--- config.mk ---
export PLATFORM = sky130hd
export DESIGN_NAME = sha1_stream_hash
export DESIGN_NICKNAME = d
export VERILOG_FILES = /design/src/rtl/sha1_pkg.sv /design/src/rtl/sha1_front.sv /design/src/rtl/sha1_core.sv /design/src/rtl/sha1_stream_hash.sv
export SDC_FILE = /design/constraint.sdc
export NUM_CORES = 2
export LEC_CHECK = 0
export ABC_AREA = 1
export ABC_CLOCK_PERIOD_IN_PS = 7600
export BUFFER_PORTS_ARGS = -buffer_cell sky130_fd_sc_hd__buf_4
export CAP_MARGIN = 30
export CORE_MARGIN = 2
export CORE_UTILIZATION = 57
export CTS_CLUSTER_DIAMETER = 150
export DETAILED_ROUTE_END_ITERATION = 16
export PLACE_DENSITY = 0.83
export SETUP_SLACK_MARGIN = 0.02
export SLEW_MARGIN = 20
export SYNTH_ARGS = -nofsm -noshare
export SYNTH_HDL_FRONTEND = slang
export SYNTH_HIERARCHICAL = 1
export SYNTH_SLANG_ARGS = --single-unit
export TNS_END_PERCENT = 100
--- constraint.sdc ---
create_clock -name clk -period 7.6 [get_ports clk]
set_clock_uncertainty 0.15 [all_clocks]
set_input_delay 1.52 -clock clk [delete_from_list [all_inputs] [get_ports clk]]
set_output_delay 1.52 -clock clk [all_outputs]
set_load 0.01 [all_outputs]
--- src/rtl/sha1_pkg.sv ---
// shared types and constants for the sha-1 stream hash
// no dependencies
`default_nettype none
package sha1_pkg;
	localparam int QueueDepth = 4;
	localparam logic [31:0] H0 = 32'h67452301;
	localparam logic [31:0] H1 = 32'hEFCDAB89;
	localparam logic [31:0] H2 = 32'h98BADCFE;
	localparam logic [31:0] H3 = 32'h10325476;
	localparam logic [31:0] H4 = 32'hC3D2E1F0;
	localparam logic [31:0] K0 = 32'h5A827999;
	localparam logic [31:0] K1 = 32'h6ED9EBA1;
	localparam logic [31:0] K2 = 32'h8F1BBCDC;
	localparam logic [31:0] K3 = 32'hCA62C1D6;
	localparam logic [7:0] PadByte = 8'h80;

	// classified item passed from front to back
	typedef struct packed {
		logic [7:0] data;
		logic       has;
		logic       last;
	} item_t;
endpackage
`default_nettype wire

--- src/rtl/sha1_front.sv ---
// front end: drops empty non-final items, queues the rest
// depends on sha1_pkg
`default_nettype none
module sha1_front
	import sha1_pkg::*;
#(
	parameter int Depth = QueueDepth
) (
	input  wire logic  clk,
	input  wire logic  arst_n,
	input  wire logic  in_valid,
	output logic       in_stall,
	input  wire item_t in_item,
	output logic       q_valid,
	input  wire logic  q_pop,
	output item_t      q_item
);
	localparam int AW = $clog2(Depth);
	item_t mem [Depth];
	logic [AW-1:0] wr_q, rd_q;
	logic [AW:0] cnt_q;
	logic push, pop;

	assign in_stall = (cnt_q == (AW+1)'(Depth));
	assign push = in_valid && !in_stall && (in_item.has || in_item.last);
	assign q_valid = (cnt_q != '0);
	assign pop = q_pop && q_valid;
	assign q_item = mem[rd_q];

	// queue storage
	always_ff @(posedge clk) begin
		if (push) mem[wr_q] <= in_item;
	end

	// pointers
	always_ff @(posedge clk or negedge arst_n) begin
		if (!arst_n) begin
			wr_q <= '0; rd_q <= '0; cnt_q <= '0;
		end else begin
			if (push) wr_q <= (wr_q == AW'(Depth-1)) ? '0 : wr_q + 1'b1;
			if (pop) rd_q <= (rd_q == AW'(Depth-1)) ? '0 : rd_q + 1'b1;
			cnt_q <= cnt_q + (AW+1)'(push) - (AW+1)'(pop);
		end
	end

	a_no_over: assert property (@(posedge clk) disable iff (!arst_n)
		cnt_q <= (AW+1)'(Depth)) else $error("queue overflow");
	a_cnt: assert property (@(posedge clk) disable iff (!arst_n)
		(push && !pop) |=> cnt_q == $past(cnt_q) + 1'b1) else $error("count");
	a_pop: assert property (@(posedge clk) disable iff (!arst_n)
		(pop && !push) |=> cnt_q == $past(cnt_q) - 1'b1) else $error("count");
endmodule
`default_nettype wire

--- src/rtl/sha1_core.sv ---
// back end: byte packing, padding and one sha-1 round per cycle
// depends on sha1_pkg
`default_nettype none
module sha1_core
	import sha1_pkg::*;
(
	input  wire logic  clk,
	input  wire logic  arst_n,
	input  wire logic  q_valid,
	output logic       q_pop,
	input  wire item_t q_item,
	output logic       out_valid,
	input  wire logic  out_stall,
	output logic [63:0] digest_high,
	output logic [63:0] digest_mid,
	output logic [31:0] digest_low
);
	localparam logic [2:0] StIdle = 3'd0, StRound = 3'd1, StPad = 3'd2,
		StFin = 3'd3, StLen = 3'd4, StOut = 3'd5;
	logic [2:0] st_q;
	logic [31:0] h_q [5];
	logic [31:0] a_q, b_q, c_q, d_q, e_q;
	logic [31:0] w_q [16];
	logic [60:0] cnt_q;
	logic [6:0] rnd_q;
	logic [5:0] pos_q;
	logic last_q, padfin_q, lenblk_q;
	logic take, wr_byte;
	logic [7:0] wr_data;
	logic [31:0] wnew, w, f, k, t;

	assign q_pop = (st_q == StIdle);
	assign take = q_pop && q_valid;

	// byte that enters the schedule this cycle: message byte or padding
	assign wr_byte = (take && q_item.has) || (st_q == StPad);
	assign wr_data = (st_q == StPad) ? (padfin_q ? 8'h00 : PadByte) : q_item.data;

	// schedule word and round function
	always_comb begin
		wnew = w_q[13] ^ w_q[8] ^ w_q[2] ^ w_q[0];
		w = (rnd_q < 7'd16) ? w_q[0] : {wnew[30:0], wnew[31]};
		if (rnd_q < 7'd20) begin
			f = (b_q & c_q) | (~b_q & d_q); k = K0;
		end else if (rnd_q < 7'd40) begin
			f = b_q ^ c_q ^ d_q; k = K1;
		end else if (rnd_q < 7'd60) begin
			f = (b_q & c_q) | (b_q & d_q) | (c_q & d_q); k = K2;
		end else begin
			f = b_q ^ c_q ^ d_q; k = K3;
		end
		t = {a_q[26:0], a_q[31:27]} + f + e_q + k + w;
	end

	// schedule: bytes shift into word 15, length fills the last two words,
	// rounds rotate the window
	always_ff @(posedge clk) begin
		if (wr_byte) begin
			if (pos_q[1:0] == 2'd0) begin
				for (int i = 0; i < 15; i++) w_q[i] <= w_q[i+1];
				w_q[15] <= {24'd0, wr_data};
			end else begin
				w_q[15] <= {w_q[15][23:0], wr_data};
			end
		end else if (st_q == StLen) begin
			for (int i = 0; i < 14; i++) w_q[i] <= w_q[i+2];
			w_q[14] <= cnt_q[60:29];
			w_q[15] <= {cnt_q[28:0], 3'd0};
		end else if (st_q == StRound) begin
			for (int i = 0; i < 15; i++) w_q[i] <= w_q[i+1];
			w_q[15] <= w;
		end
	end

	// control and chaining state
	always_ff @(posedge clk or negedge arst_n) begin
		if (!arst_n) begin
			st_q <= StIdle; cnt_q <= '0; rnd_q <= '0; pos_q <= '0;
			last_q <= 1'b0; padfin_q <= 1'b0; lenblk_q <= 1'b0; out_valid <= 1'b0;
			h_q[0] <= H0; h_q[1] <= H1; h_q[2] <= H2; h_q[3] <= H3; h_q[4] <= H4;
			a_q <= '0; b_q <= '0; c_q <= '0; d_q <= '0; e_q <= '0;
			digest_high <= '0; digest_mid <= '0; digest_low <= '0;
		end else begin
			unique case (st_q)
				StIdle: if (take) begin
					last_q <= q_item.last;
					padfin_q <= 1'b0;
					if (q_item.has) begin
						cnt_q <= cnt_q + 1'b1;
						pos_q <= pos_q + 1'b1;
						if (pos_q == 6'd63) begin
							a_q <= h_q[0]; b_q <= h_q[1]; c_q <= h_q[2];
							d_q <= h_q[3]; e_q <= h_q[4];
							st_q <= StRound;
						end else if (q_item.last) st_q <= StPad;
					end else if (q_item.last) st_q <= StPad;
				end
				StPad: begin
					padfin_q <= 1'b1;
					pos_q <= pos_q + 1'b1;
					if (pos_q == 6'd63) begin
						a_q <= h_q[0]; b_q <= h_q[1]; c_q <= h_q[2];
						d_q <= h_q[3]; e_q <= h_q[4];
						st_q <= StRound;
					end else if (pos_q == 6'd55) st_q <= StLen;
				end
				StLen: begin
					pos_q <= '0;
					lenblk_q <= 1'b1;
					a_q <= h_q[0]; b_q <= h_q[1]; c_q <= h_q[2];
					d_q <= h_q[3]; e_q <= h_q[4];
					st_q <= StRound;
				end
				StRound: begin
					e_q <= d_q; d_q <= c_q; c_q <= {b_q[1:0], b_q[31:2]};
					b_q <= a_q; a_q <= t;
					if (rnd_q == 7'd79) begin
						rnd_q <= '0;
						st_q <= StFin;
					end else rnd_q <= rnd_q + 1'b1;
				end
				StFin: begin
					h_q[0] <= h_q[0] + a_q; h_q[1] <= h_q[1] + b_q;
					h_q[2] <= h_q[2] + c_q; h_q[3] <= h_q[3] + d_q;
					h_q[4] <= h_q[4] + e_q;
					if (lenblk_q) st_q <= StOut;
					else if (last_q) st_q <= StPad;
					else st_q <= StIdle;
				end
				// digest goes out once the result register is free
				StOut: if (!out_valid || !out_stall) begin
					digest_high <= {h_q[0], h_q[1]};
					digest_mid <= {h_q[2], h_q[3]};
					digest_low <= h_q[4];
					h_q[0] <= H0; h_q[1] <= H1; h_q[2] <= H2; h_q[3] <= H3; h_q[4] <= H4;
					cnt_q <= '0;
					last_q <= 1'b0; padfin_q <= 1'b0; lenblk_q <= 1'b0;
					st_q <= StIdle;
				end
				default: st_q <= StIdle;
			endcase
			// result register: load from the output state, clear once taken
			if (st_q == StOut && (!out_valid || !out_stall)) out_valid <= 1'b1;
			else if (!out_stall) out_valid <= 1'b0;
		end
	end

	a_round: assert property (@(posedge clk) disable iff (!arst_n)
		st_q == StRound |-> rnd_q < 7'd80) else $error("round range");
	a_out_hold: assert property (@(posedge clk) disable iff (!arst_n)
		(out_valid && out_stall) |=> out_valid && $stable(digest_high)
		&& $stable(digest_low)) else $error("result lost");
	a_nopop: assert property (@(posedge clk) disable iff (!arst_n)
		st_q != StIdle |-> !q_pop) else $error("pop while busy");
	a_len_pos: assert property (@(posedge clk) disable iff (!arst_n)
		st_q == StLen |-> pos_q == 6'd56) else $error("length position");
endmodule
`default_nettype wire

--- src/rtl/sha1_stream_hash.sv ---
// top level of the sha-1 stream hash
// depends on sha1_pkg, sha1_front, sha1_core
//
// usage: one message byte per input item (msg_byte with has_byte), is_last
// closes the message; an item with neither flag is dropped. the front queue
// holds up to Depth items while the back end hashes.
// each byte enters the back end at one per cycle while it is idle; a full
// 64-byte block then runs 80 rounds, one per cycle, and a chaining step,
// during which no bytes are taken. the final item pads the block one byte
// per cycle up to byte 55, then the length is loaded, the block is hashed
// and the result is loaded; with fewer than 9 bytes left the padding spills
// into one more block, hashed before the padding goes on in the next one.
// the result register holds while out_stall is high; a second digest waits
// in the back end, which then takes no items until the register frees, and
// the queue fills and raises in_stall. reset clears the chaining words to
// the sha-1 initial values, the byte count and the queue.
`default_nettype none
module sha1_stream_hash
	import sha1_pkg::*;
#(
	parameter int Depth = QueueDepth
) (
	input  wire logic        clk,
	input  wire logic        arst_n,
	input  wire logic        in_valid,
	output logic             in_stall,
	input  wire logic [7:0]  msg_byte,
	input  wire logic        has_byte,
	input  wire logic        is_last,
	output logic             out_valid,
	input  wire logic        out_stall,
	output logic [63:0]      digest_high,
	output logic [63:0]      digest_mid,
	output logic [31:0]      digest_low
);
	item_t in_item, q_item;
	logic q_valid, q_pop;
	assign in_item = '{data: msg_byte, has: has_byte, last: is_last};

	sha1_front #(.Depth(Depth)) u_front (
		.clk, .arst_n, .in_valid, .in_stall, .in_item,
		.q_valid, .q_pop, .q_item
	);
	sha1_core u_core (
		.clk, .arst_n, .q_valid, .q_pop, .q_item,
		.out_valid, .out_stall, .digest_high, .digest_mid, .digest_low
	);
endmodule
`default_nettype wire
==> results by group <==
Outcome
  • Status: finished, final reports clean

Route
  • Wire length per cell: 23.2 um
  • DR pass1 iterations: 6
  • Vias per Instance: 5.96
  • Iteration-0 DRC Markers: 7230
  • Total wire length: 218 mm
  • Residual DRC: 0
  • Antenna viol nets, final: 0
  • Vias: 56100

Synth
  • Mean Syn Cell Area: 8.34 sq um
  • Most frequent cell after synthesis: nand2_1
  • Syn nets: 8100
  • Synth area leader: edfxtp_1
  • Top-area cell type share of the netlist area: 0.256
  • Synth top cells by count: 2228 x nand2_1, 1009 x inv_1, 829 x o21ai_0, 552 x edfxtp_1, 488 x dfrtp_1
  • Top cells by area, synth: edfxtp_1 26%, dfrtp_1 19%, nand2_1 13%
  • Async S/R FF share, synth: 0.507
  • Yosys Warn Count: 6
  • Number of synthesized register bits: 1120
  • Synthesized cell area: 64700 sq um
  • Seq/Total Area, Yosys: 0.478
  • Top_reg_cell synth: edfxtp_1
  • Post-synth EDFFs: 552
  • Cell variety after synth: 63
  • Post-Syn Instances: 7756

Setup path
  • Critical path arrival: 6380 ps
  • Worst reg2reg path depth: 20
  • CP startpoint: u_core/rnd_q[5]$_DFFE_PN0P_
  • Reg2reg end: u_core/a_q[19]$_DFFE_PN0P_
  • WP data required: 8080 ps
  • Worst-path cell chain: nor2_1 > nand2_2 > o21ai_0 > fa_1 > fa_1 > fa_1 > inv_1 > ha_1 > inv_1 > fa_1 > o21ai_0 > nand2_1 > nand2_1 > nand2_1 > nand2_1 > a21oi_1 > xor2_1 > nand2_1 > nand2_1 > nand2_1
  • CP most frequent cell: nand2_1
  • WS Path Type: register to register
  • Critical path capture point type: register
  • Critical Path Source Type: register
  • R2R Setup Slk: 1700 ps
  • CP Capture Point: u_core/a_q[19]$_DFFE_PN0P_
  • Slowest cell on crit path: o21ai_0
  • Crit Path Max Fanout: 37
  • Max incr delay on CP: 780 ps
  • R2R Path Start: u_core/rnd_q[5]$_DFFE_PN0P_

STA
  • Setup violators final: 0
  • Max Freq: 169 MHz
  • Final min period: 5900 ps
  • Slew HR: 0.309
  • RSZ-0062 raised after global routing: false
  • Worst-margin pin slew: 1040 ps
  • Fin Setup TNS: 0 ps
  • Number of hold violations in the final report: 0
  • Max-slew violation count: 0
  • Final Cycle Share: 0.777

Floorplan
  • Ports: 176
  • Die Y-Extent: 341 um
  • Core footprint: 112000 sq um
  • Effective utilization at floorplan: 0.575
  • Die Wd: 341 um
  • # rows: 123
  • Total die area: 116000 sq um

Pwr
  • Max IR drop VDD: 0.000245 V
  • Tot Pwr: 12.5 mW
  • Leak pwr: 32.5 nW
  • PwrDens: 175 nW/um^2

Layout
  • Non-Filler Instances: 9420
  • Area Growth Syn to Fin: 10.1%
  • Layout fillers: 9486
  • Total Nets Final: 8160
  • Layout cells sized above 1: 0.0687

Clock network
  • CTS tree: built
  • Clock transition at path regs: 60 ps
  • TritonCTS buffer count: 117
  • CTS max path bufs: 3
  • Clk sinks: 1120
  • Post-CTS setup buffers: 0
  • Hold Buf Count CTS: 0
  • Post-CTS sizing: 0
  • Worst-Skew Late Latency: 740 ps
  • CTS H-Tree Depth: 3
  • Clock root buffer: clkbuf_16

Global route
  • Largest net degree at the start of global routing: 200
  • All-layer global routing usage: 0.371
  • Initial antenna violation count: 8
  • Total grt overflow: 0
  • First-pass GRT wire length: 325 mm
  • Vias in the first global route: 52500

Run
  • Max_cap viols: 0

Place
  • Post-DP HPWL: 164 mm
  • DP Cell Count: 9194
  • PortBufs: 175
  • GPL Wtd Cong: 1.00

Hold path
  • HP Class: register to register
-- flip-flops by register name (all words and copies together), names as in the netlist, 3 cells and up --
signal              count
u_core/b_q             32
u_core/w_q            512
u_core/digest_high     64
u_core/pos_q            6
u_core/digest_mid      64
u_core/cnt_q           61
u_core/d_q             32
u_core/a_q             32
u_core/digest_low      32
u_core/st_q             3
u_core/e_q             32
u_front/cnt_q           3
u_core/c_q             32
u_core/h_q            160
u_front/mem            40
u_core/rnd_q            7
-- kinds of logic (layout without fill, tap and decap cells) --
family,count (synthesis),count (layout),share of synthesized area
flip-flops,1120,1120,0.478
AND/OR/NAND/NOR,3131,3131,0.196
adder cells (fa/ha/maj),330,330,0.0785
other,0,4,0
XOR/XNOR,162,162,0.0219
AO/OA/AOI/OAI,1699,1699,0.147
buffers and inverters,1314,1474,0.0793
-- power by group --
group          internal [mW]  switching (mW)
Combinational         0.0428           0.146
Sequential              6.38          0.0192
Clock                   3.40            2.52
-- layout make-up --
| cell class | instances | area [sq um] | area share |
|---|---|---|---|
| Antenna cell | 4 | 10.0 | 0.000141 |
| Clock buffer | 160 | 3200 | 0.0449 |
| Clock inverter | 59 | 738 | 0.0104 |
| Inverter | 1024 | 3870 | 0.0544 |
| Multi-Input combinational cell | 5322 | 28700 | 0.403 |
| Sequential cell | 1120 | 30900 | 0.434 |
| Tap cell | 1500 | 1880 | 0.0264 |
| Timing Repair Buffer | 231 | 1940 | 0.0272 |
-- cell usage in the layout (no fill, tap or decap), drive strengths merged, types with 160 or more instances in the layout --
master,Yosys,routed
o21ai,947,947
inv,1018,1019
buf,101,231
clkbuf,189,160
a21oi,354,354
ha,204,204
nand3,264,264
edfxtp,552,552
o211ai,168,168
nand2,2232,2232
nor2,430,430
dfrtp,488,488
-- per-stage QoR --
stage | util | hold slack, ps | setup WS (ps) | cell area, sq um
floorplan | - | 292 | 222 | 64700
global placement | 0.596 | 306 | 1790 | 67100
detailed placement | 0.598 | 310 | 1750 | 67200
CTS | 0.633 | 324 | 1760 | 71200
global route | 0.633 | 347 | 1300 | 71200
finish | 0.633 | 322 | 1700 | 71200
-- layer usage --
metal | global-route usage | up-vias | part of all wire
met2 | 0.535 | 2828 | 0.42
met5 | 0 | - | 0
met3 | 0.0838 | 373 | 0.11
met4 | 0.125 | 0 | 0.036
met1 | 0.554 | 27100 | 0.43
li1 | - | 25800 | -
-- critical path: cells and delay by family, from the launching register on --
kind            cells  cell delay (ps)
fa+ha+maj           5             2150
simple gates        9             1370
compound gates      3             1460
flops               1              420
buf+inv             2              110
xor+xnor            1              140
-- worst min-delay path by stage --
stage / from / end / slack [ps] / cells after the start
floorplan: u_core/padfin_q$_DFFE_PN0P_ / u_core/padfin_q$_DFFE_PN0P_ / 290 / 2
global placement: u_core/digest_low[31]$_DFFE_PN0P_ / u_core/digest_low[31]$_DFFE_PN0P_ / 310 / 2
detailed placement: u_core/digest_mid[55]$_DFFE_PN0P_ / u_core/digest_mid[55]$_DFFE_PN0P_ / 310 / 2
CTS: u_core/digest_mid[55]$_DFFE_PN0P_ / u_core/digest_mid[55]$_DFFE_PN0P_ / 320 / 2
global route: u_core/digest_mid[36]$_DFFE_PN0P_ / u_core/digest_mid[36]$_DFFE_PN0P_ / 350 / 2
finish: u_core/digest_mid[30]$_DFFE_PN0P_ / u_core/digest_mid[30]$_DFFE_PN0P_ / 320 / 2
(Power assumes the default switching activity.)
